===== config.mk =====
export PLATFORM = sky130hd
export DESIGN_NAME = thermal_overtemp_monitor_core_flat
export DESIGN_NICKNAME = d
export VERILOG_FILES = /design/src/rtl/tom_pkg.sv /design/src/rtl/tom_sample_if.sv /design/src/rtl/tom_result_if.sv /design/src/rtl/tom_cfg_regs.sv /design/src/rtl/tom_round_div.sv /design/src/rtl/thermal_overtemp_monitor_core.sv /design/src/flat_wrapper.sv
export SDC_FILE = /design/constraint.sdc
export NUM_CORES = 1
export LEC_CHECK = 0
export BUFFER_PORTS_ARGS = -buffer_cell sky130_fd_sc_hd__buf_2
export CORE_ASPECT_RATIO = 1.5
export CORE_MARGIN = 5
export CORE_UTILIZATION = 55
export DETAILED_ROUTE_END_ITERATION = 10
export GPL_ROUTABILITY_DRIVEN = 0
export GPL_TIMING_DRIVEN = 0
export HOLD_SLACK_MARGIN = 0.05
export PLACE_DENSITY = 0.73
export RECOVER_POWER = 50
export SLEW_MARGIN = 20
export SYNTH_ARGS = -nofsm -noshare
export SYNTH_HDL_FRONTEND = slang
export SYNTH_HIERARCHICAL = 1
export SYNTH_SLANG_ARGS = --single-unit

===== constraint.sdc =====
create_clock -name clk -period 8.4 [get_ports clk]
set_input_delay 0.42 -clock clk [delete_from_list [all_inputs] [get_ports clk]]
set_output_delay 0.42 -clock clk [all_outputs]
set_load 0.02 [all_outputs]

===== src/rtl/tom_pkg.sv =====
// ----------------------------------------------------------------------------
// tom_pkg
// Shared types and constants for the thermal over-temperature monitor.
// ----------------------------------------------------------------------------
`default_nettype none

package tom_pkg;

    localparam int TEMP_W       = 9;
    localparam int SENSOR_IDX_W = 2;
    localparam int FAN_W        = 16;
    localparam int TIMER_W      = 17;
    localparam int COUNT_OUT_W  = 3;
    localparam int NUM_THR      = 4;
    localparam int DROP_W       = 8;
    localparam int PERIOD_W     = 16;
    localparam int APB_ADDR_W   = 5;
    localparam int APB_DATA_W   = 32;

    localparam logic [TIMER_W-1:0] TIMER_MAX = '1;

    typedef enum logic [2:0] {
        REG_THR0       = 3'd0,
        REG_THR1       = 3'd1,
        REG_THR2       = 3'd2,
        REG_THR3       = 3'd3,
        REG_HYST_DROP  = 3'd4,
        REG_CRIT_RISE  = 3'd5,
        REG_PERIOD     = 3'd6,
        REG_SHUT_DELAY = 3'd7
    } reg_index_t;

    typedef enum logic [1:0] {
        FAN_NONE    = 2'd0,
        FAN_MAX     = 2'd1,
        FAN_RESTORE = 2'd2
    } fan_cmd_t;

    typedef struct packed {
        logic [NUM_THR-1:0][TEMP_W-1:0] threshold;
        logic [DROP_W-1:0]              hyst_drop;
        logic [DROP_W-1:0]              crit_rise;
        logic [PERIOD_W-1:0]            period;
        logic [PERIOD_W-1:0]            shut_delay;
    } cfg_t;

    localparam cfg_t CFG_RESET = '{
        threshold:  {9'd80, 9'd65, 9'd80, 9'd70},
        hyst_drop:  8'd5,
        crit_rise:  8'd5,
        period:     16'd999,
        shut_delay: 16'd10000
    };

endpackage

`default_nettype wire


===== src/rtl/tom_sample_if.sv =====
// ----------------------------------------------------------------------------
// tom_sample_if
// Sample channel: one temperature reading per word, valid/ready handshake.
// ----------------------------------------------------------------------------
`default_nettype none

interface tom_sample_if import tom_pkg::*; ();

    logic                     valid;
    logic                     ready;
    logic [SENSOR_IDX_W-1:0]  sensor_index;
    logic                     sample_ok;
    logic signed [TEMP_W-1:0] temperature_c;
    logic [FAN_W-1:0]         fan_speed_now;

    modport source (
        output valid, sensor_index, sample_ok, temperature_c, fan_speed_now,
        input  ready
    );

    modport sink (
        input  valid, sensor_index, sample_ok, temperature_c, fan_speed_now,
        output ready
    );

endinterface

`default_nettype wire


===== src/rtl/tom_result_if.sv =====
// ----------------------------------------------------------------------------
// tom_result_if
// Result channel: one status word per sample word, valid/ready handshake.
// ----------------------------------------------------------------------------
`default_nettype none

interface tom_result_if import tom_pkg::*; ();

    logic                     valid;
    logic                     ready;
    logic                     report_valid;
    logic [SENSOR_IDX_W-1:0]  report_sensor;
    logic signed [TEMP_W-1:0] average_c;
    logic [COUNT_OUT_W-1:0]   overtemp_count;
    logic                     any_overtemp;
    logic [1:0]               fan_command;
    logic [FAN_W-1:0]         fan_value;
    logic                     shutdown;

    modport source (
        output valid, report_valid, report_sensor, average_c, overtemp_count,
               any_overtemp, fan_command, fan_value, shutdown,
        input  ready
    );

    modport sink (
        input  valid, report_valid, report_sensor, average_c, overtemp_count,
               any_overtemp, fan_command, fan_value, shutdown,
        output ready
    );

endinterface

`default_nettype wire


===== src/rtl/tom_cfg_regs.sv =====
// ----------------------------------------------------------------------------
// tom_cfg_regs
// APB register file holding thresholds, hysteresis and timer settings.
// ----------------------------------------------------------------------------
`default_nettype none

module tom_cfg_regs import tom_pkg::*; (
    input  logic                  clk,
    input  logic                  rst_n,
    input  logic                  psel,
    input  logic                  penable,
    input  logic                  pwrite,
    input  logic [APB_ADDR_W-1:0] paddr,
    input  logic [APB_DATA_W-1:0] pwdata,
    output logic [APB_DATA_W-1:0] prdata,
    output logic                  pready,
    output cfg_t                  cfg
);

    cfg_t       cfg_reg;
    cfg_t       cfg_next;
    reg_index_t idx;
    logic       wr_en;

    assign idx    = reg_index_t'(paddr[APB_ADDR_W-1:2]);
    assign wr_en  = psel && penable && pwrite;
    assign pready = 1'b1;
    assign cfg    = cfg_reg;

    always_comb
    begin
        cfg_next = cfg_reg;
        if (wr_en)
        begin
            case (idx)
                REG_THR0, REG_THR1, REG_THR2, REG_THR3:
                    cfg_next.threshold[paddr[3:2]] = pwdata[TEMP_W-1:0];
                REG_HYST_DROP:  cfg_next.hyst_drop  = pwdata[DROP_W-1:0];
                REG_CRIT_RISE:  cfg_next.crit_rise  = pwdata[DROP_W-1:0];
                REG_PERIOD:     cfg_next.period     = pwdata[PERIOD_W-1:0];
                REG_SHUT_DELAY: cfg_next.shut_delay = pwdata[PERIOD_W-1:0];
                default:        cfg_next = cfg_reg;
            endcase
        end
    end

    always_comb
    begin
        case (idx)
            REG_THR0, REG_THR1, REG_THR2, REG_THR3:
                prdata = {{(APB_DATA_W-TEMP_W){cfg_reg.threshold[paddr[3:2]][TEMP_W-1]}},
                          cfg_reg.threshold[paddr[3:2]]};
            REG_HYST_DROP:  prdata = APB_DATA_W'(cfg_reg.hyst_drop);
            REG_CRIT_RISE:  prdata = APB_DATA_W'(cfg_reg.crit_rise);
            REG_PERIOD:     prdata = APB_DATA_W'(cfg_reg.period);
            REG_SHUT_DELAY: prdata = APB_DATA_W'(cfg_reg.shut_delay);
            default:        prdata = '0;
        endcase
    end

    always_ff @(posedge clk or negedge rst_n)
    begin
        if (!rst_n)
        begin
            cfg_reg <= CFG_RESET;
        end
        else
        begin
            cfg_reg <= cfg_next;
        end
    end

endmodule

`default_nettype wire


===== src/rtl/tom_round_div.sv =====
// ----------------------------------------------------------------------------
// tom_round_div
// Rounded division of a history sum by the history depth, one register deep.
// ----------------------------------------------------------------------------
`default_nettype none

module tom_round_div import tom_pkg::*; #(
    parameter  int AVERAGE_DEPTH = 3,
    localparam int SUM_W         = TEMP_W + $clog2(AVERAGE_DEPTH)
) (
    input  logic                    clk,
    input  logic                    en,
    input  logic signed [SUM_W-1:0] sum,
    output logic signed [TEMP_W:0]  avg
);

    // Rounded |sum| / D is floor((2|sum| + D) / 2D). The numerator stays below
    // 2^NUM_W, so a reciprocal with SHIFT = NUM_W + 5 fractional bits gives
    // the exact floor for every divisor up to 16.
    localparam int NUM_W  = SUM_W + 1;
    localparam int DIV    = 2 * AVERAGE_DEPTH;
    localparam int SHIFT  = NUM_W + 5;
    localparam int RECIP  = ((1 << SHIFT) + DIV - 1) / DIV;
    localparam int PROD_W = NUM_W + SHIFT;

    logic [SUM_W-1:0]        mag;
    logic [NUM_W-1:0]        num;
    logic [PROD_W-1:0]       prod;
    logic signed [TEMP_W:0]  quo;
    logic signed [TEMP_W:0]  avg_next;
    logic signed [TEMP_W:0]  avg_reg;

    always_comb
    begin
        mag      = sum[SUM_W-1] ? SUM_W'(-sum) : SUM_W'(sum);
        num      = {mag, 1'b0} + NUM_W'(AVERAGE_DEPTH);
        prod     = PROD_W'(num) * PROD_W'(RECIP);
        quo      = {1'b0, prod[SHIFT +: TEMP_W]};
        avg_next = sum[SUM_W-1] ? -quo : quo;
    end

    always_ff @(posedge clk)
    begin
        if (en)
        begin
            avg_reg <= avg_next;
        end
    end

    assign avg = avg_reg;

endmodule

`default_nettype wire


===== src/rtl/thermal_overtemp_monitor_core.sv =====
// ----------------------------------------------------------------------------
// thermal_overtemp_monitor_core: averaged per-sensor over-temperature monitor.
// Each accepted sample word yields one result word from the output register.
// Throughput: one word per cycle; a sample word is refused only while a result
// word waits on the report channel. Reset clears valid flags, counts and config at once.
// ----------------------------------------------------------------------------
`default_nettype none

module thermal_overtemp_monitor_core import tom_pkg::*; #(
    parameter int SENSOR_COUNT  = 4,
    parameter int AVERAGE_DEPTH = 3
) (
    input  logic                  clk,
    input  logic                  rst_n,
    input  logic                  psel,
    input  logic                  penable,
    input  logic                  pwrite,
    input  logic [APB_ADDR_W-1:0] paddr,
    input  logic [APB_DATA_W-1:0] pwdata,
    output logic [APB_DATA_W-1:0] prdata,
    output logic                  pready,
    tom_sample_if.sink            sample,
    tom_result_if.source          report
);

    localparam int ADDR_W = (SENSOR_COUNT > 1) ? $clog2(SENSOR_COUNT) : 1;
    localparam int POS_W  = (AVERAGE_DEPTH > 1) ? $clog2(AVERAGE_DEPTH) : 1;
    localparam int HIST_W = AVERAGE_DEPTH * TEMP_W;
    localparam int ROWA_W = HIST_W + POS_W;
    localparam int ROWB_W = TIMER_W + 1;
    localparam int SUM_W  = TEMP_W + $clog2(AVERAGE_DEPTH);
    localparam int CNT_W  = $clog2(SENSOR_COUNT + 1);
    localparam int CMP_W  = TEMP_W + 2;

    cfg_t cfg;

    tom_cfg_regs u_cfg (
        .clk     (clk),
        .rst_n   (rst_n),
        .psel    (psel),
        .penable (penable),
        .pwrite  (pwrite),
        .paddr   (paddr),
        .pwdata  (pwdata),
        .prdata  (prdata),
        .pready  (pready),
        .cfg     (cfg)
    );

    // ------------------------------------------------------------------------
    // Flow control: the whole pipeline holds while a result word waits.
    // ------------------------------------------------------------------------
    logic adv;
    logic accept;
    logic out_valid_reg;

    assign adv          = !(out_valid_reg && !report.ready);
    assign sample.ready = adv;
    assign accept       = sample.valid && adv;

    logic [ADDR_W-1:0] in_addr;
    logic              in_range;

    assign in_addr  = ADDR_W'(sample.sensor_index);
    assign in_range = {4'b0, sample.sensor_index} < 6'(SENSOR_COUNT);

    // ------------------------------------------------------------------------
    // Stage 1: history row read-modify-write.
    // ------------------------------------------------------------------------
    logic                     s1_valid_reg;
    logic [SENSOR_IDX_W-1:0]  s1_sensor_reg;
    logic                     s1_ok_reg;
    logic signed [TEMP_W-1:0] s1_temp_reg;
    logic [FAN_W-1:0]         s1_fan_reg;
    logic                     s1_in_range_reg;
    logic [ADDR_W-1:0]        s1_addr;

    logic [ROWA_W-1:0]        mem_a [SENSOR_COUNT];
    logic [SENSOR_COUNT-1:0]  a_row_valid_reg;
    logic [ROWA_W-1:0]        a_rdata_reg;
    logic                     a_vld_q_reg;
    logic                     a_fwd_reg;
    logic [ROWA_W-1:0]        a_fwd_data_reg;
    logic                     a_we;
    logic [ROWA_W-1:0]        a_wdata;

    logic [ROWA_W-1:0]        row_a;
    logic signed [TEMP_W-1:0] hist_cur [AVERAGE_DEPTH];
    logic signed [TEMP_W-1:0] hist_new [AVERAGE_DEPTH];
    logic [POS_W-1:0]         pos_cur;
    logic [POS_W-1:0]         pos_next;
    logic signed [SUM_W-1:0]  sum_next;
    logic                     s1_report;

    assign s1_addr = ADDR_W'(s1_sensor_reg);
    assign a_we    = adv && s1_valid_reg && s1_in_range_reg;

    always_comb
    begin
        row_a = a_fwd_reg ? a_fwd_data_reg : (a_vld_q_reg ? a_rdata_reg : '0);
        pos_cur = row_a[HIST_W +: POS_W];
        pos_next = (pos_cur == POS_W'(AVERAGE_DEPTH - 1)) ? '0 : pos_cur + 1'b1;
        sum_next = '0;
        a_wdata = '0;
        for (int k = 0; k < AVERAGE_DEPTH; k++)
        begin
            hist_cur[k] = row_a[k*TEMP_W +: TEMP_W];
            hist_new[k] = (s1_ok_reg && pos_cur == POS_W'(k)) ? s1_temp_reg : hist_cur[k];
            sum_next = sum_next + SUM_W'(hist_new[k]);
            a_wdata[k*TEMP_W +: TEMP_W] = hist_new[k];
        end
        a_wdata[HIST_W +: POS_W] = pos_next;
        s1_report = s1_ok_reg && s1_in_range_reg && (pos_next == '0);
    end

    always_ff @(posedge clk)
    begin
        if (a_we)
        begin
            mem_a[s1_addr] <= a_wdata;
        end
        if (accept)
        begin
            a_rdata_reg <= mem_a[in_addr];
        end
    end

    // A row written by the item in stage 1 on the same edge bypasses the memory.
    always_ff @(posedge clk)
    begin
        if (accept)
        begin
            a_vld_q_reg    <= a_row_valid_reg[in_addr];
            a_fwd_reg      <= a_we && (s1_addr == in_addr);
            a_fwd_data_reg <= a_wdata;
        end
    end

    always_ff @(posedge clk or negedge rst_n)
    begin
        if (!rst_n)
        begin
            a_row_valid_reg <= '0;
            s1_valid_reg    <= 1'b0;
        end
        else
        begin
            if (a_we)
            begin
                a_row_valid_reg[s1_addr] <= 1'b1;
            end
            if (adv)
            begin
                s1_valid_reg <= accept;
            end
        end
    end

    always_ff @(posedge clk)
    begin
        if (accept)
        begin
            s1_sensor_reg   <= sample.sensor_index;
            s1_ok_reg       <= sample.sample_ok;
            s1_temp_reg     <= sample.temperature_c;
            s1_fan_reg      <= sample.fan_speed_now;
            s1_in_range_reg <= in_range;
        end
    end

    // ------------------------------------------------------------------------
    // Stage 2: rounded average.
    // ------------------------------------------------------------------------
    logic                    s2_valid_reg;
    logic [SENSOR_IDX_W-1:0] s2_sensor_reg;
    logic                    s2_report_reg;
    logic [FAN_W-1:0]        s2_fan_reg;
    logic signed [SUM_W-1:0] s2_sum_reg;
    logic signed [TEMP_W:0]  s3_avg;

    always_ff @(posedge clk)
    begin
        if (adv)
        begin
            s2_sensor_reg <= s1_sensor_reg;
            s2_report_reg <= s1_report;
            s2_fan_reg    <= s1_fan_reg;
            s2_sum_reg    <= sum_next;
        end
    end

    tom_round_div #(
        .AVERAGE_DEPTH (AVERAGE_DEPTH)
    ) u_div (
        .clk (clk),
        .en  (adv),
        .sum (s2_sum_reg),
        .avg (s3_avg)
    );

    // ------------------------------------------------------------------------
    // Stage 3: flag and timer read-modify-write, shared count and fan state.
    // ------------------------------------------------------------------------
    logic                    s3_valid_reg;
    logic [SENSOR_IDX_W-1:0] s3_sensor_reg;
    logic                    s3_report_reg;
    logic [FAN_W-1:0]        s3_fan_reg;
    logic [ADDR_W-1:0]       s2_addr;
    logic [ADDR_W-1:0]       s3_addr;

    logic [ROWB_W-1:0]       mem_b [SENSOR_COUNT];
    logic [SENSOR_COUNT-1:0] b_row_valid_reg;
    logic [ROWB_W-1:0]       b_rdata_reg;
    logic                    b_vld_q_reg;
    logic                    b_fwd_reg;
    logic [ROWB_W-1:0]       b_fwd_data_reg;
    logic                    b_we;
    logic [ROWB_W-1:0]       b_wdata;

    logic [ROWB_W-1:0]       row_b;
    logic                    flag_cur;
    logic [TIMER_W-1:0]      time_cur;
    logic [TIMER_W:0]        time_sum;
    logic [TIMER_W-1:0]      time_new;
    logic signed [TEMP_W-1:0] thr;
    logic signed [CMP_W-1:0] thr_ext;
    logic signed [CMP_W-1:0] avg_ext;
    logic signed [CMP_W-1:0] hot_lim;
    logic signed [CMP_W-1:0] cool_lim;
    logic                    critical;
    logic                    set_flag;
    logic                    clr_flag;
    logic                    flag_new;
    logic                    shut;
    logic                    upd;

    logic [CNT_W-1:0]        count_reg;
    logic [CNT_W-1:0]        count_next;
    logic [CNT_W-1:0]        count_dec;
    logic [FAN_W-1:0]        saved_fan_reg;
    logic [FAN_W-1:0]        saved_fan_next;
    fan_cmd_t                fan_next;
    logic [FAN_W-1:0]        fan_val_next;

    assign s2_addr = ADDR_W'(s2_sensor_reg);
    assign s3_addr = ADDR_W'(s3_sensor_reg);
    assign upd     = adv && s3_valid_reg && s3_report_reg;
    assign b_we    = upd;

    always_comb
    begin
        row_b    = b_fwd_reg ? b_fwd_data_reg : (b_vld_q_reg ? b_rdata_reg : '0);
        flag_cur = row_b[TIMER_W];
        time_cur = row_b[TIMER_W-1:0];

        thr      = cfg.threshold[s3_sensor_reg];
        thr_ext  = CMP_W'(thr);
        avg_ext  = CMP_W'(s3_avg);
        hot_lim  = thr_ext + signed'(CMP_W'(cfg.crit_rise));
        cool_lim = thr_ext - signed'(CMP_W'(cfg.hyst_drop));

        critical = avg_ext > hot_lim;
        time_sum = {1'b0, time_cur} + (TIMER_W + 1)'(cfg.period);
        if (!critical)
        begin
            time_new = '0;
        end
        else if (time_sum[TIMER_W])
        begin
            time_new = TIMER_MAX;
        end
        else
        begin
            time_new = time_sum[TIMER_W-1:0];
        end
        shut = critical && (time_new > TIMER_W'(cfg.shut_delay));

        set_flag = !flag_cur && (avg_ext > thr_ext);
        clr_flag = flag_cur && (avg_ext < cool_lim);
        flag_new = set_flag ? 1'b1 : (clr_flag ? 1'b0 : flag_cur);
        b_wdata  = {flag_new, time_new};

        count_dec      = (count_reg != '0) ? count_reg - 1'b1 : count_reg;
        count_next     = count_reg;
        saved_fan_next = saved_fan_reg;
        fan_next       = FAN_NONE;
        fan_val_next   = '0;
        if (s3_report_reg)
        begin
            if (set_flag)
            begin
                count_next = count_reg + 1'b1;
                if (count_reg == '0)
                begin
                    saved_fan_next = s3_fan_reg;
                    fan_next       = FAN_MAX;
                end
            end
            else if (clr_flag)
            begin
                count_next = count_dec;
                if (count_dec == '0)
                begin
                    fan_next     = FAN_RESTORE;
                    fan_val_next = saved_fan_reg;
                end
            end
        end
    end

    always_ff @(posedge clk)
    begin
        if (b_we)
        begin
            mem_b[s3_addr] <= b_wdata;
        end
        if (adv)
        begin
            b_rdata_reg <= mem_b[s2_addr];
        end
    end

    always_ff @(posedge clk)
    begin
        if (adv)
        begin
            b_vld_q_reg    <= b_row_valid_reg[s2_addr];
            b_fwd_reg      <= b_we && (s3_addr == s2_addr);
            b_fwd_data_reg <= b_wdata;
            s3_sensor_reg  <= s2_sensor_reg;
            s3_report_reg  <= s2_report_reg;
            s3_fan_reg     <= s2_fan_reg;
        end
    end

    // ------------------------------------------------------------------------
    // Output register.
    // ------------------------------------------------------------------------
    logic                     out_report_reg;
    logic [SENSOR_IDX_W-1:0]  out_sensor_reg;
    logic signed [TEMP_W-1:0] out_avg_reg;
    logic [COUNT_OUT_W-1:0]   out_cnt_reg;
    logic                     out_any_reg;
    fan_cmd_t                 out_fan_reg;
    logic [FAN_W-1:0]         out_fan_val_reg;
    logic                     out_shut_reg;

    always_ff @(posedge clk or negedge rst_n)
    begin
        if (!rst_n)
        begin
            s2_valid_reg    <= 1'b0;
            s3_valid_reg    <= 1'b0;
            out_valid_reg   <= 1'b0;
            b_row_valid_reg <= '0;
            count_reg       <= '0;
            saved_fan_reg   <= '0;
        end
        else
        begin
            if (adv)
            begin
                s2_valid_reg  <= s1_valid_reg;
                s3_valid_reg  <= s2_valid_reg;
                out_valid_reg <= s3_valid_reg;
            end
            if (upd)
            begin
                b_row_valid_reg[s3_addr] <= 1'b1;
                count_reg                <= count_next;
                saved_fan_reg            <= saved_fan_next;
            end
        end
    end

    always_ff @(posedge clk)
    begin
        if (adv)
        begin
            out_report_reg  <= s3_report_reg;
            out_sensor_reg  <= s3_sensor_reg;
            out_avg_reg     <= s3_report_reg ? s3_avg[TEMP_W-1:0] : '0;
            out_cnt_reg     <= COUNT_OUT_W'(count_next);
            out_any_reg     <= (count_next != '0);
            out_fan_reg     <= fan_next;
            out_fan_val_reg <= fan_val_next;
            out_shut_reg    <= s3_report_reg && shut;
        end
    end

    assign report.valid          = out_valid_reg;
    assign report.report_valid   = out_report_reg;
    assign report.report_sensor  = out_sensor_reg;
    assign report.average_c      = out_avg_reg;
    assign report.overtemp_count = out_cnt_reg;
    assign report.any_overtemp   = out_any_reg;
    assign report.fan_command    = out_fan_reg;
    assign report.fan_value      = out_fan_val_reg;
    assign report.shutdown       = out_shut_reg;

`ifndef SYNTHESIS
    a_quiet_without_report: assert property (@(posedge clk) disable iff (!rst_n)
        (out_valid_reg && !out_report_reg) |->
            (out_fan_reg == FAN_NONE && !out_shut_reg && out_avg_reg == '0))
        else $error("result word without a report carries fan, shutdown or average");

    a_fan_max_on_first: assert property (@(posedge clk) disable iff (!rst_n)
        (out_valid_reg && out_fan_reg == FAN_MAX) |-> (out_cnt_reg == 'd1))
        else $error("fan maximum commanded while count is not one");

    a_restore_when_clear: assert property (@(posedge clk) disable iff (!rst_n)
        (out_valid_reg && out_fan_reg == FAN_RESTORE) |->
            (out_cnt_reg == '0 && !out_any_reg))
        else $error("fan restore commanded while sensors are still over temperature");

    a_count_bound: assert property (@(posedge clk) disable iff (!rst_n)
        count_reg <= CNT_W'(SENSOR_COUNT))
        else $error("over-temperature count exceeds sensor count");
`endif

endmodule

`default_nettype wire

===== src/flat_wrapper.sv =====
// flat-port wrapper written by rule: the top's interface ports become plain ports
module thermal_overtemp_monitor_core_flat import tom_pkg::*;
#(
    parameter int SENSOR_COUNT  = 4,
    parameter int AVERAGE_DEPTH = 3
)
  (clk, rst_n, psel, penable, pwrite, paddr, pwdata, prdata, pready, sample_valid, sample_sensor_index, sample_sample_ok, sample_temperature_c, sample_fan_speed_now, sample_ready, report_valid, report_report_valid, report_report_sensor, report_average_c, report_overtemp_count, report_any_overtemp, report_fan_command, report_fan_value, report_shutdown, report_ready);
  tom_sample_if sample_i ();
  tom_result_if report_i ();
  input  logic clk;
  input  logic rst_n;
  input  logic psel;
  input  logic penable;
  input  logic pwrite;
  input  logic [APB_ADDR_W-1:0] paddr;
  input  logic [APB_DATA_W-1:0] pwdata;
  output logic [APB_DATA_W-1:0] prdata;
  output logic pready;
  input wire logic [$bits(sample_i.valid)-1:0] sample_valid;
  input wire logic [$bits(sample_i.sensor_index)-1:0] sample_sensor_index;
  input wire logic [$bits(sample_i.sample_ok)-1:0] sample_sample_ok;
  input wire logic [$bits(sample_i.temperature_c)-1:0] sample_temperature_c;
  input wire logic [$bits(sample_i.fan_speed_now)-1:0] sample_fan_speed_now;
  output wire logic [$bits(sample_i.ready)-1:0] sample_ready;
  output wire logic [$bits(report_i.valid)-1:0] report_valid;
  output wire logic [$bits(report_i.report_valid)-1:0] report_report_valid;
  output wire logic [$bits(report_i.report_sensor)-1:0] report_report_sensor;
  output wire logic [$bits(report_i.average_c)-1:0] report_average_c;
  output wire logic [$bits(report_i.overtemp_count)-1:0] report_overtemp_count;
  output wire logic [$bits(report_i.any_overtemp)-1:0] report_any_overtemp;
  output wire logic [$bits(report_i.fan_command)-1:0] report_fan_command;
  output wire logic [$bits(report_i.fan_value)-1:0] report_fan_value;
  output wire logic [$bits(report_i.shutdown)-1:0] report_shutdown;
  input wire logic [$bits(report_i.ready)-1:0] report_ready;
  assign sample_i.valid = sample_valid;
  assign sample_i.sensor_index = sample_sensor_index;
  assign sample_i.sample_ok = sample_sample_ok;
  assign sample_i.temperature_c = sample_temperature_c;
  assign sample_i.fan_speed_now = sample_fan_speed_now;
  assign sample_ready = sample_i.ready;
  assign report_valid = report_i.valid;
  assign report_report_valid = report_i.report_valid;
  assign report_report_sensor = report_i.report_sensor;
  assign report_average_c = report_i.average_c;
  assign report_overtemp_count = report_i.overtemp_count;
  assign report_any_overtemp = report_i.any_overtemp;
  assign report_fan_command = report_i.fan_command;
  assign report_fan_value = report_i.fan_value;
  assign report_shutdown = report_i.shutdown;
  assign report_i.ready = report_ready;
  thermal_overtemp_monitor_core #(.SENSOR_COUNT(SENSOR_COUNT), .AVERAGE_DEPTH(AVERAGE_DEPTH)) u_core (.clk(clk), .rst_n(rst_n), .psel(psel), .penable(penable), .pwrite(pwrite), .paddr(paddr), .pwdata(pwdata), .prdata(prdata), .pready(pready), .sample(sample_i), .report(report_i));
endmodule

Word-level counts from Yosys, hierarchy flattened:

Memory sizes are Yosys's and may differ from the RTL's. A register that Yosys moved wholly into a read port is not among the register bits.
Index checks and enable logic that the tools add are counted.

* memories: 2
* register bits after elaboration: 288
* bits of input ports: 72
* bits in writable memories: 188
* logic and storage cells: 166
* output and inout bits: 70

Memory list
* u_core.mem_a: depth 4, bits a word 29, read ports 1, clocked after Yosys merged registers in 1, wr ports 1, line thermal_overtemp_monitor_core.sv:78 `logic [ROWA_W-1:0] mem_a [SENSOR_COUNT];`
* u_core.mem_b: depth 4, bits a word 18, read ports 1, clocked after Yosys merged registers in 1, wr ports 1, line thermal_overtemp_monitor_core.sv:211 `logic [ROWB_W-1:0] mem_b [SENSOR_COUNT];`

* $add $sub $neg: 11
* eq/ne operators: 11
* bitwise gates (word level): 5
* reduce and logical (&&, ||, !) cells: 39
* multiply operators: 1
* muxes and demuxes: 42
* $lt $le $gt $ge: 12

Operator list (count)
* $pmux 32 s5: 1
* $mux 9: 7
* $mux 29: 2
* $bmux 9 s2: 2
* $bwmux 36: 1
* $mux 18: 2
* $mux 17: 2
* $mul 12x14->25 const B: 1
* $add 9x9->10: 2
* $logic_and 1x1->1: 20
* $add 17x16->18: 1
* $demux 9 s2: 1
* $gt 17x16->1: 1
* $lt 2x3->1 const B: 5
* $add 12x2->12 const B: 1
* $eq 3x3->1 const B: 4
* $mux 3: 4
* $add 10x9->11: 1
* $mux 1: 11
* $mux 11: 1
* $neg 11->11: 1
* $gt 10x10->1: 1
* $gt 10x9->1: 1
* $lt 10x10->1: 1
* 23 further kinds: 47

Depth between registers and ports, before layout:

Gate-level depths: netlist of run 1.

* depth after elaboration: 9
* gate-level depth with buffers: 31
* gate-level depth less buffers: 30

Hierarchy:

The synthesis of run 1 kept the hierarchy.

By module, submodules not included
* thermal_overtemp_monitor_core: sequential area each 12727.2 um^2, cells an instance 1143, times used 1, area an instance 18793.0 um^2
* tom_cfg_regs: sequential area each 2134.5 um^2, cells an instance 266, times used 1, area an instance 4083.9 um^2
* tom_round_div: sequential area each 300.3 um^2, cells an instance 387, times used 1, area an instance 3539.6 um^2

Least setup slack after synthesis of run 1:

No wires, ideal clock.

* kind: register -> register
* from: reg u_core.out_valid_reg (netlist: u_core/report.valid)
* to: mem u_core/mem_a[2][0] in the netlist's numbering, enable pin
* period minus slack after synthesis: 8019 ps
* buffers on the path: 1
* data arrival time: 7559 ps
* library setup time: 459 ps
* setup slack: 381 ps
* data required time: 7941 ps
* cell stages (with the launch flop): 5
* cells stage by stage: dfrtp_1 > nand2b_1 > clkbuf_1 > nand2_1 > nor3b_1

* word-level cells in the longest chain between the ends: 5

RTL lines
* from (decl): line thermal_overtemp_monitor_core.sv:55 `logic out_valid_reg;`
* from (signal assigned): line thermal_overtemp_monitor_core.sv:365 `out_valid_reg <= s3_valid_reg;`
* $logic_and 1x1->1: line thermal_overtemp_monitor_core.sv:57 `assign adv = !(out_valid_reg && !report.ready);`
* $logic_not 1->1: line thermal_overtemp_monitor_core.sv:57
* via sample_ready: line flat_wrapper.sv:24 `output wire logic [$bits(sample_i.ready)-1:0] sample_ready;`
* $logic_and 1x1->1: line thermal_overtemp_monitor_core.sv:96 `assign a_we = adv && s1_valid_reg && s1_in_range_reg;`
* $mux 1: line thermal_overtemp_monitor_core.sv:118 `if (a_we)`
* $mux 1 (implied by the code): line thermal_overtemp_monitor_core.sv:120 `mem_a[s1_addr] <= a_wdata;`
* to (decl): line thermal_overtemp_monitor_core.sv:78

The timed path passes the listed nets, and every way through them passes these cells.

Worst setup path after layout of run 1:

* from: reg u_core.s2_sum_reg[0]
* to: reg u_core.u_div.avg_reg[6] (netlist: u_core/u_div/avg[6]) (data pin)

* word-level cells in the longest chain between the ends: 6

RTL lines
* from (decl): line thermal_overtemp_monitor_core.sv:178 `logic signed [SUM_W-1:0] s2_sum_reg;`
* from (signal assigned): line thermal_overtemp_monitor_core.sv:188 `s2_sum_reg <= sum_next;`
* $neg 11->11: line tom_round_div.sv:35 `mag = sum[SUM_W-1] ? SUM_W'(-sum) : SUM_W'(sum);`
* $mux 11 (*): line tom_round_div.sv:35
* $add 12x2->12 (*): line tom_round_div.sv:36 `num = {mag, 1'b0} + NUM_W'(AVERAGE_DEPTH);`
* $mul 12x14->25 (*): line tom_round_div.sv:37 `prod = PROD_W'(num) * PROD_W'(RECIP);`
* $neg 9->10: line tom_round_div.sv:39 `avg_next = sum[SUM_W-1] ? -quo : quo;`
* $mux 9 (*): line tom_round_div.sv:39
* via u_core.u_div.avg_next[6]: line tom_round_div.sv:30 `logic signed [TEMP_W:0] avg_next;`
* to (signal assigned): line tom_round_div.sv:46 `avg_reg <= avg_next;`
* to (decl): line tom_round_div.sv:31 `logic signed [TEMP_W:0] avg_reg;`

The timed path passes the listed nets; every way through them passes the cells marked *.
A chain may end at the register's enable or synchronous reset.

==> impl_metrics.yaml, run 1 <==
status:
  outcome: "finished with violations"
  violations: "max-capacitance violations, max-slew violations"
yosys:
  syn_area_per_cell_um2: 14.7
  yosysWarningCount: 6
  syn_area_mm2: 0.0264
  synth-seq-cells: 523
  synth_seq_area_share_pct: 57.4
  async_reset_ff_share_pct: 22.0
  ys.flop_type: "edfxtp_1"
  synthCells: 1796
  synth_fp_nets: 2078
  synth_edf_count: 408
  ys_types: 90
floorplanning:
  num_rows: 98
  io-pin-count: 142
  initial_core_util_pct: 55.5
  die-area_mm2: 0.0526
  die_width_um: 189
  core-area_mm2: 0.0476
  die_height_um: 278
route:
  drtPass1Iterations: 7
  totalWireLength_um: 56800
  first_iter_violations: 858
  wl_per_cell_um: 21.3
  via_count: 15700
  antenna_left: 0
  vias_per_cell: 5.89
  drc: 0
critical_path:
  arrival_ns: 8.23
  slowest_stage: "fa_1"
  cp-end-kind: "flip-flop"
  crit_type: "reg2reg"
  reg2reg_setup_slack_ns: 0.48
  slowest_delay_ns: 0.60
  reg2reg_from: "u_core/s2_sum_reg[0]"
  crit_path_start: "u_core/s2_sum_reg[0]"
  endpoint: "u_core/u_div/avg[6]"
  r2r_cells: 31
  cp-start-kind: "flip-flop"
  r2r_end: "u_core/u_div/avg[6]"
  path_max_fanout: 9
  crit_required_ns: 8.71
global_route:
  grt_max_degree: 77
  use_met2_pct: 40.0
  grt_usage_pct: 21.5
  grt.busiest_layer: "met2"
  grt_pass1_wl_um: 89900
  overflow: 0
  grt_pass1_vias: 16600
  grtUsageMet3_pct: 2.57
  met1_usage_pct: 24.7
  antenna_found_initial: 0
clock_tree:
  cts_max_level: 2
  clockBufferDepth: 3
  clk_pin_slew_worst_paths_ns: 0.07
  cts_tree: "done"
  clk_latency_ns: 0.59
  cts_buffers: 49
  root_buffer: "clkbuf_16"
  cts.sinks: 523
min_path:
  hold_path.class: "in2reg"
sta:
  setup_tns_ns: 0
  clock_skew_ns: 0.0344
  finalMaxSlewViolations: 267
  max_freq_mhz: 126
  hold_viol: 0
  tightest_slew_ns: 4.03
  setup_viol_count_final: 0
  rsz0062_at_grt: "no"
  hold_ws_ns: 0.0853
  period_minus_slack_ns: 7.92
  period_share_pct: 94.3
  slew_headroom_pct: -169
layout:
  final_area_mm2: 0.0299
  num-nets-final: 2305
  drive_above_1_share_pct: 22.0
  stdcell_count: 2664
  antennaDiodeCount: 0
  largest_reg_flops: 116
  nFillCells: 3522
  area_growth_pct: 13.1
place:
  dp_hpwl_um: 42200
  io_buffers: 122
  place_area_mm2: 0.0281
  dp_cells: 2541
run:
  maxCapViolCount: 6
critical path: cells and delay by family (launching register included):
kind            cells  cell delay (ns)
fa+ha+maj           9             3.33
buf+inv             7             0.69
mux                 1             0.34
simple gates        3             0.42
xor+xnor            3             0.67
compound gates      8             1.62
flops               1             0.57
per-stage QoR:
step / setup WS (ns) / utilization [%]
after global routing: 0.0467 / 62.8
after detailed placement: 0.210 / 59.1
after CTS: 0.181 / 63.3
final: 0.475 / 62.8
after floorplan: 0.381 / -
after global placement: -3.95 / 58.4
layer usage:
layer  share of wire (%)  vias up
met5                   0        -
met1                  37     7929
met2                  54      440
met4                 4.9        0
met3                 3.9      151
li1                    -     7167
synth_stat cells, drive strengths merged (10+ instances only):
| cell | count | area [µm²] |
|---|---|---|
| and2 | 29 | 181 |
| o31ai | 10 | 75.1 |
| a22o | 16 | 140 |
| a21oi | 82 | 414 |
| o21a | 20 | 150 |
| xnor2 | 51 | 447 |
| o21ai | 45 | 225 |
| and3 | 10 | 72.6 |
| nor2 | 58 | 245 |
| mux2 | 119 | 1410 |
| edfxtp | 408 | 12300 |
| dfstp | 26 | 683 |
| nand3 | 28 | 140 |
| buf | 42 | 288 |
| fa | 49 | 981 |
| dfrtp | 89 | 2230 |
| a22oi | 33 | 248 |
| or2 | 14 | 87.6 |
| a21o | 25 | 188 |
| nor2b | 11 | 68.8 |
| nand2 | 61 | 229 |
| clkbuf | 32 | 140 |
| inv | 155 | 582 |
| ha | 161 | 2010 |
| o21bai | 10 | 86.3 |
| mux4 | 74 | 1670 |
| xor2 | 27 | 236 |
cells by family (layout without fill, tap and decap cells):
| family | after synthesis | count (layout) | synth area share, % |
|---|---|---|---|
| flip-flops | 523 | 523 | 57.4 |
| AO/OA/AOI/OAI | 293 | 293 | 7.54 |
| AND/OR/NAND/NOR | 262 | 262 | 5.40 |
| buffers and inverters | 229 | 497 | 3.82 |
| adder cells (fa/ha/maj) | 210 | 210 | 11.3 |
| multiplexers | 200 | 200 | 11.9 |
| XOR/XNOR | 78 | 78 | 2.59 |
| other | 1 | 1 | 0.0142 |
what timing repair did:
item	in CTS	in global routing
endpoints found under the hold margin	62	0
hold buffers	29	0
gates resized for setup	0	1
setup buffers	0	2
setup endpoints to repair	0	3
layout by cell type (no fill, tap or decap), types with 8 or more instances in the layout:
cell type      Yosys  layout
edfxtp_1         408     408
o21ai_0           44      44
a22oi_1           33      33
a21o_1            25      25
dfstp_2           26      26
mux2_2           100      99
mux2_4            18      11
clkbuf_16          0      49
xor2_1            27      27
nand2_1           61      61
o21a_1            20      20
nand4_1            7       8
buf_2              7      79
and2_1            29      23
nor2b_1           11      11
a22o_1            16      16
a21oi_1           81      81
nand3_1           28      28
inv_1            154     154
and3_1             8       8
nor2_1            51      55
buf_4             20      31
dfrtp_1           89      89
fa_1              49      49
dlygate4sd3_1      0      29
ha_1             161     161
mux4_2            74      74
o31ai_1           10      10
clkbuf_1          30     101
or2_2             13      13
xnor2_1           51      51
o21bai_1           9       9
mux2_1             1       9
worst min-delay path by stage:
stage,endpoint,slack (ns),startpoint,depth (start not counted)
2_1_floorplan,u_core/a_row_valid_reg[0],0.12,rst_n,0
3_3_place_gp,u_core/s3_fan_reg[12],0.40,u_core/s2_fan_reg[12],0
3_5_place_dp,u_core/saved_fan_reg[10],0.38,rst_n,1
4_1_cts,u_core/u_cfg/cfg[9],0.05,pwdata[9],2
5_1_grt,u_core/u_cfg/cfg[14],0.07,pwdata[14],2
6_report,u_core/u_cfg/cfg[9],0.09,pwdata[9],2
layout make-up:
class	instances	area, µm²	area share (%)
plain buffers	74	407	1.36
flip-flops and latches	523	15200	50.7
repair buffers	176	1070	3.59
multi-input cells	1044	10200	34.1
well taps	600	751	2.51
clock inverters	32	409	1.37
clock buffers	60	1300	4.34
inverters	155	582	1.95
Power of run 1 is not shown: default switching activity piles up to over one toggle a cycle in this logic, so the estimate is an artifact.
==> inputs of run 2 (changes only) <==
ABC_AREA = 1   (was default)
==> impl_metrics.yaml, run 2 <==
status:
  outcome: "finished with violations"
  violations: "max-capacitance violations, max-slew violations"
yosys:
  synth_fp_nets: 3015
  synth_seq_area_share_pct: 54.8
  ys.flop_type: "edfxtp_1"
  synthCells: 2733
  synth_area_leaders: "edfxtp_1, nand2_1, dfrtp_1"
  synth_area_leader_cell: "edfxtp_1"
  synth_top_area_share_pct: 44.3
  syn_area_per_cell_um2: 10.1
  synthTopCellsByCount: "nand2_1, edfxtp_1, inv_1"
  synth_edf_count: 408
  yosysWarningCount: 6
  synth.most_common_cell: "nand2_1"
  syn_area_mm2: 0.0277
  async_reset_ff_share_pct: 22.0
  ys_types: 57
  synth-seq-cells: 523
critical_path:
  slowest_stage: "a221oi_1"
  crit_family: "compound AO/OA/AOI/OAI gates"
  reg2reg_setup_slack_ns: 0.94
  crit_required_ns: 8.73
  cpMostUsedCell: "nand2_1"
  crit_path_start: "u_core/s3_addr[1]"
  cp-end-kind: "flip-flop"
  worst-path-buf-inv: 6
  r2r_cells: 37
  r2r_end: "u_core/report.shutdown"
  reg2reg_from: "u_core/s3_addr[1]"
  cp-start-kind: "flip-flop"
  path_max_fanout: 10
  arrival_ns: 7.78
  crit_type: "reg2reg"
  slowest_delay_ns: 0.61
layout:
  ff_latch_area_mm2: 0.0152
  mostFrequentLayoutCells: "nand2_1, edfxtp_1, inv_1"
  multiInputGateArea_mm2: 0.0107
  nFillCells: 3984
  area_growth_pct: 12.5
  largest_reg_flops: 116
  drive_above_1_share_pct: 10.7
  final_common_cell: "nand2_1"
  num-nets-final: 3244
sta:
  period_minus_slack_ns: 7.46
  setup_viol_count_final: 0
  finalMaxSlewViolations: 319
  hold_viol: 0
  clock_skew_ns: 0.0336
  period_share_pct: 88.8
  slew_headroom_pct: -168
  setup_slack_ns: 0.942
  max_freq_mhz: 134
  tightest_slew_ns: 4.02
  rsz0062_at_grt: "no"
min_path:
  hold_path.class: "in2reg"
  worst_hold_path.endpoint: "u_core/s1_valid_reg"
  hold-path-cell-count: 3
  hold_start: "sample_valid"
route:
  totalWireLength_um: 69000
  first_iter_violations: 1594
  via_count: 20500
  wl_per_cell_um: 18.8
  vias_per_cell: 5.60
  antenna_left: 0
  drc: 0
  drtPass1Iterations: 5
global_route:
  antenna_found_initial: 0
  grt_pass1_vias: 20800
  grt_pass1_wl_um: 109000
  grt_usage_pct: 25.1
  grt_max_degree: 73
  overflow: 0
floorplanning:
  die_width_um: 193
  die-area_mm2: 0.0550
  num_rows: 100
  core-area_mm2: 0.0497
  die_height_um: 285
  io-pin-count: 142
  initial_core_util_pct: 55.7
clock_tree:
  cts_setup_buffers: 0
  root_buffer: "clkbuf_16"
  cts_tree: "done"
  cts_max_level: 2
  cts_buffers: 49
  clk_latency_ns: 0.61
  cts.sinks: 523
  clk_pin_slew_worst_paths_ns: 0.07
  clockBufferDepth: 3
  cts-resized-gates: 0
  postCtsHoldBufs: 35
run:
  maxCapViolCount: 5
place:
  dp_hpwl_um: 50800
  io_buffers: 120
  pre_cts_ws_ns: 1.02
-- run 2: cell types whose count changed after synthesis, sizes merged, moves of 31 or more --
cell,before,now
mux4,74,0
nor2,58,257
xnor2,51,17
nand3,28,108
nand2,61,658
inv,155,313
mux2,119,0
o22ai,4,50
o21ai,45,188
nand4,9,40
-- run 2: cell type report --
class                      instances  area share, %
antenna                            1        0.00804
buffer                            97           1.65
clock buffer                      60           4.17
clock inverter                    30           1.10
inverter                         316           3.84
multi-input combinational       1797           34.4
sequential                       523           48.7
tap                              663           2.67
timing repair buffer             178           3.43
-- run 2: worst max-delay path by stage --
stage          slack (ns)                   endpoint  cells past startpoint
2_1_floorplan        1.86         u_core/mem_a[1][0]                      5
3_3_place_gp        -1.45  u_core/a_row_valid_reg[3]                      6
3_5_place_dp         1.02     u_core/report.shutdown                     37
4_1_cts              0.97     u_core/report.shutdown                     37
5_1_grt              0.38     u_core/report.shutdown                     39
6_report             0.94     u_core/report.shutdown                     37
-- run 2: worst reg2reg max path: cells and delay by family (launching register included) --
| family | cells | cell delay (ns) |
|---|---|---|
| AO/OA/AOI/OAI | 12 | 2.78 |
| AND/OR/NAND/NOR | 16 | 1.82 |
| buffers and inverters | 6 | 1.24 |
| adder cells (fa/ha/maj) | 3 | 0.94 |
| flip-flops | 1 | 0.40 |
-- run 2: kinds of logic after synthesis --
family / count (synthesis) / synth area share [%]
AOI/OAI and AO/OA: 421 / 8.88
xor gates and xnor gates: 57 / 1.86
adders and majority gates: 210 / 10.8
buffers and inverters: 413 / 6.26
DFF: 523 / 54.8
other: 1 / 0.0136
and+or+nand+nor: 1108 / 17.4
-- run 2: metrics by stage --
| step | cell area (µm²) | hold slack (ns) | instances | util, % | TNS [ns] |
|---|---|---|---|---|---|
| final | 31100 | 0.0627 | 3665 | 62.7 | 0 |
| after detailed placement | 29400 | 0.381 | 3539 | 59.2 | 0 |
| after CTS | 31400 | 0.0551 | 3664 | 63.2 | 0 |
| after floorplan | 27700 | 0.124 | 2733 | - | 0 |
| after global placement | 29100 | 0.402 | 3516 | 58.6 | -166.54 |
| after global routing | 31100 | 0.0613 | 3664 | 62.6 | 0 |
-- run 2: per-layer routing --
layer	GRT usage (%)	part of all wire, %	up-vias
li1	-	-	9661
met1	29.0	36	9892
met2	45.9	53	764
met3	3.11	5.2	223
met4	11.8	5.3	0
met5	0	0	-
Power of run 2 is left out for the same reason.
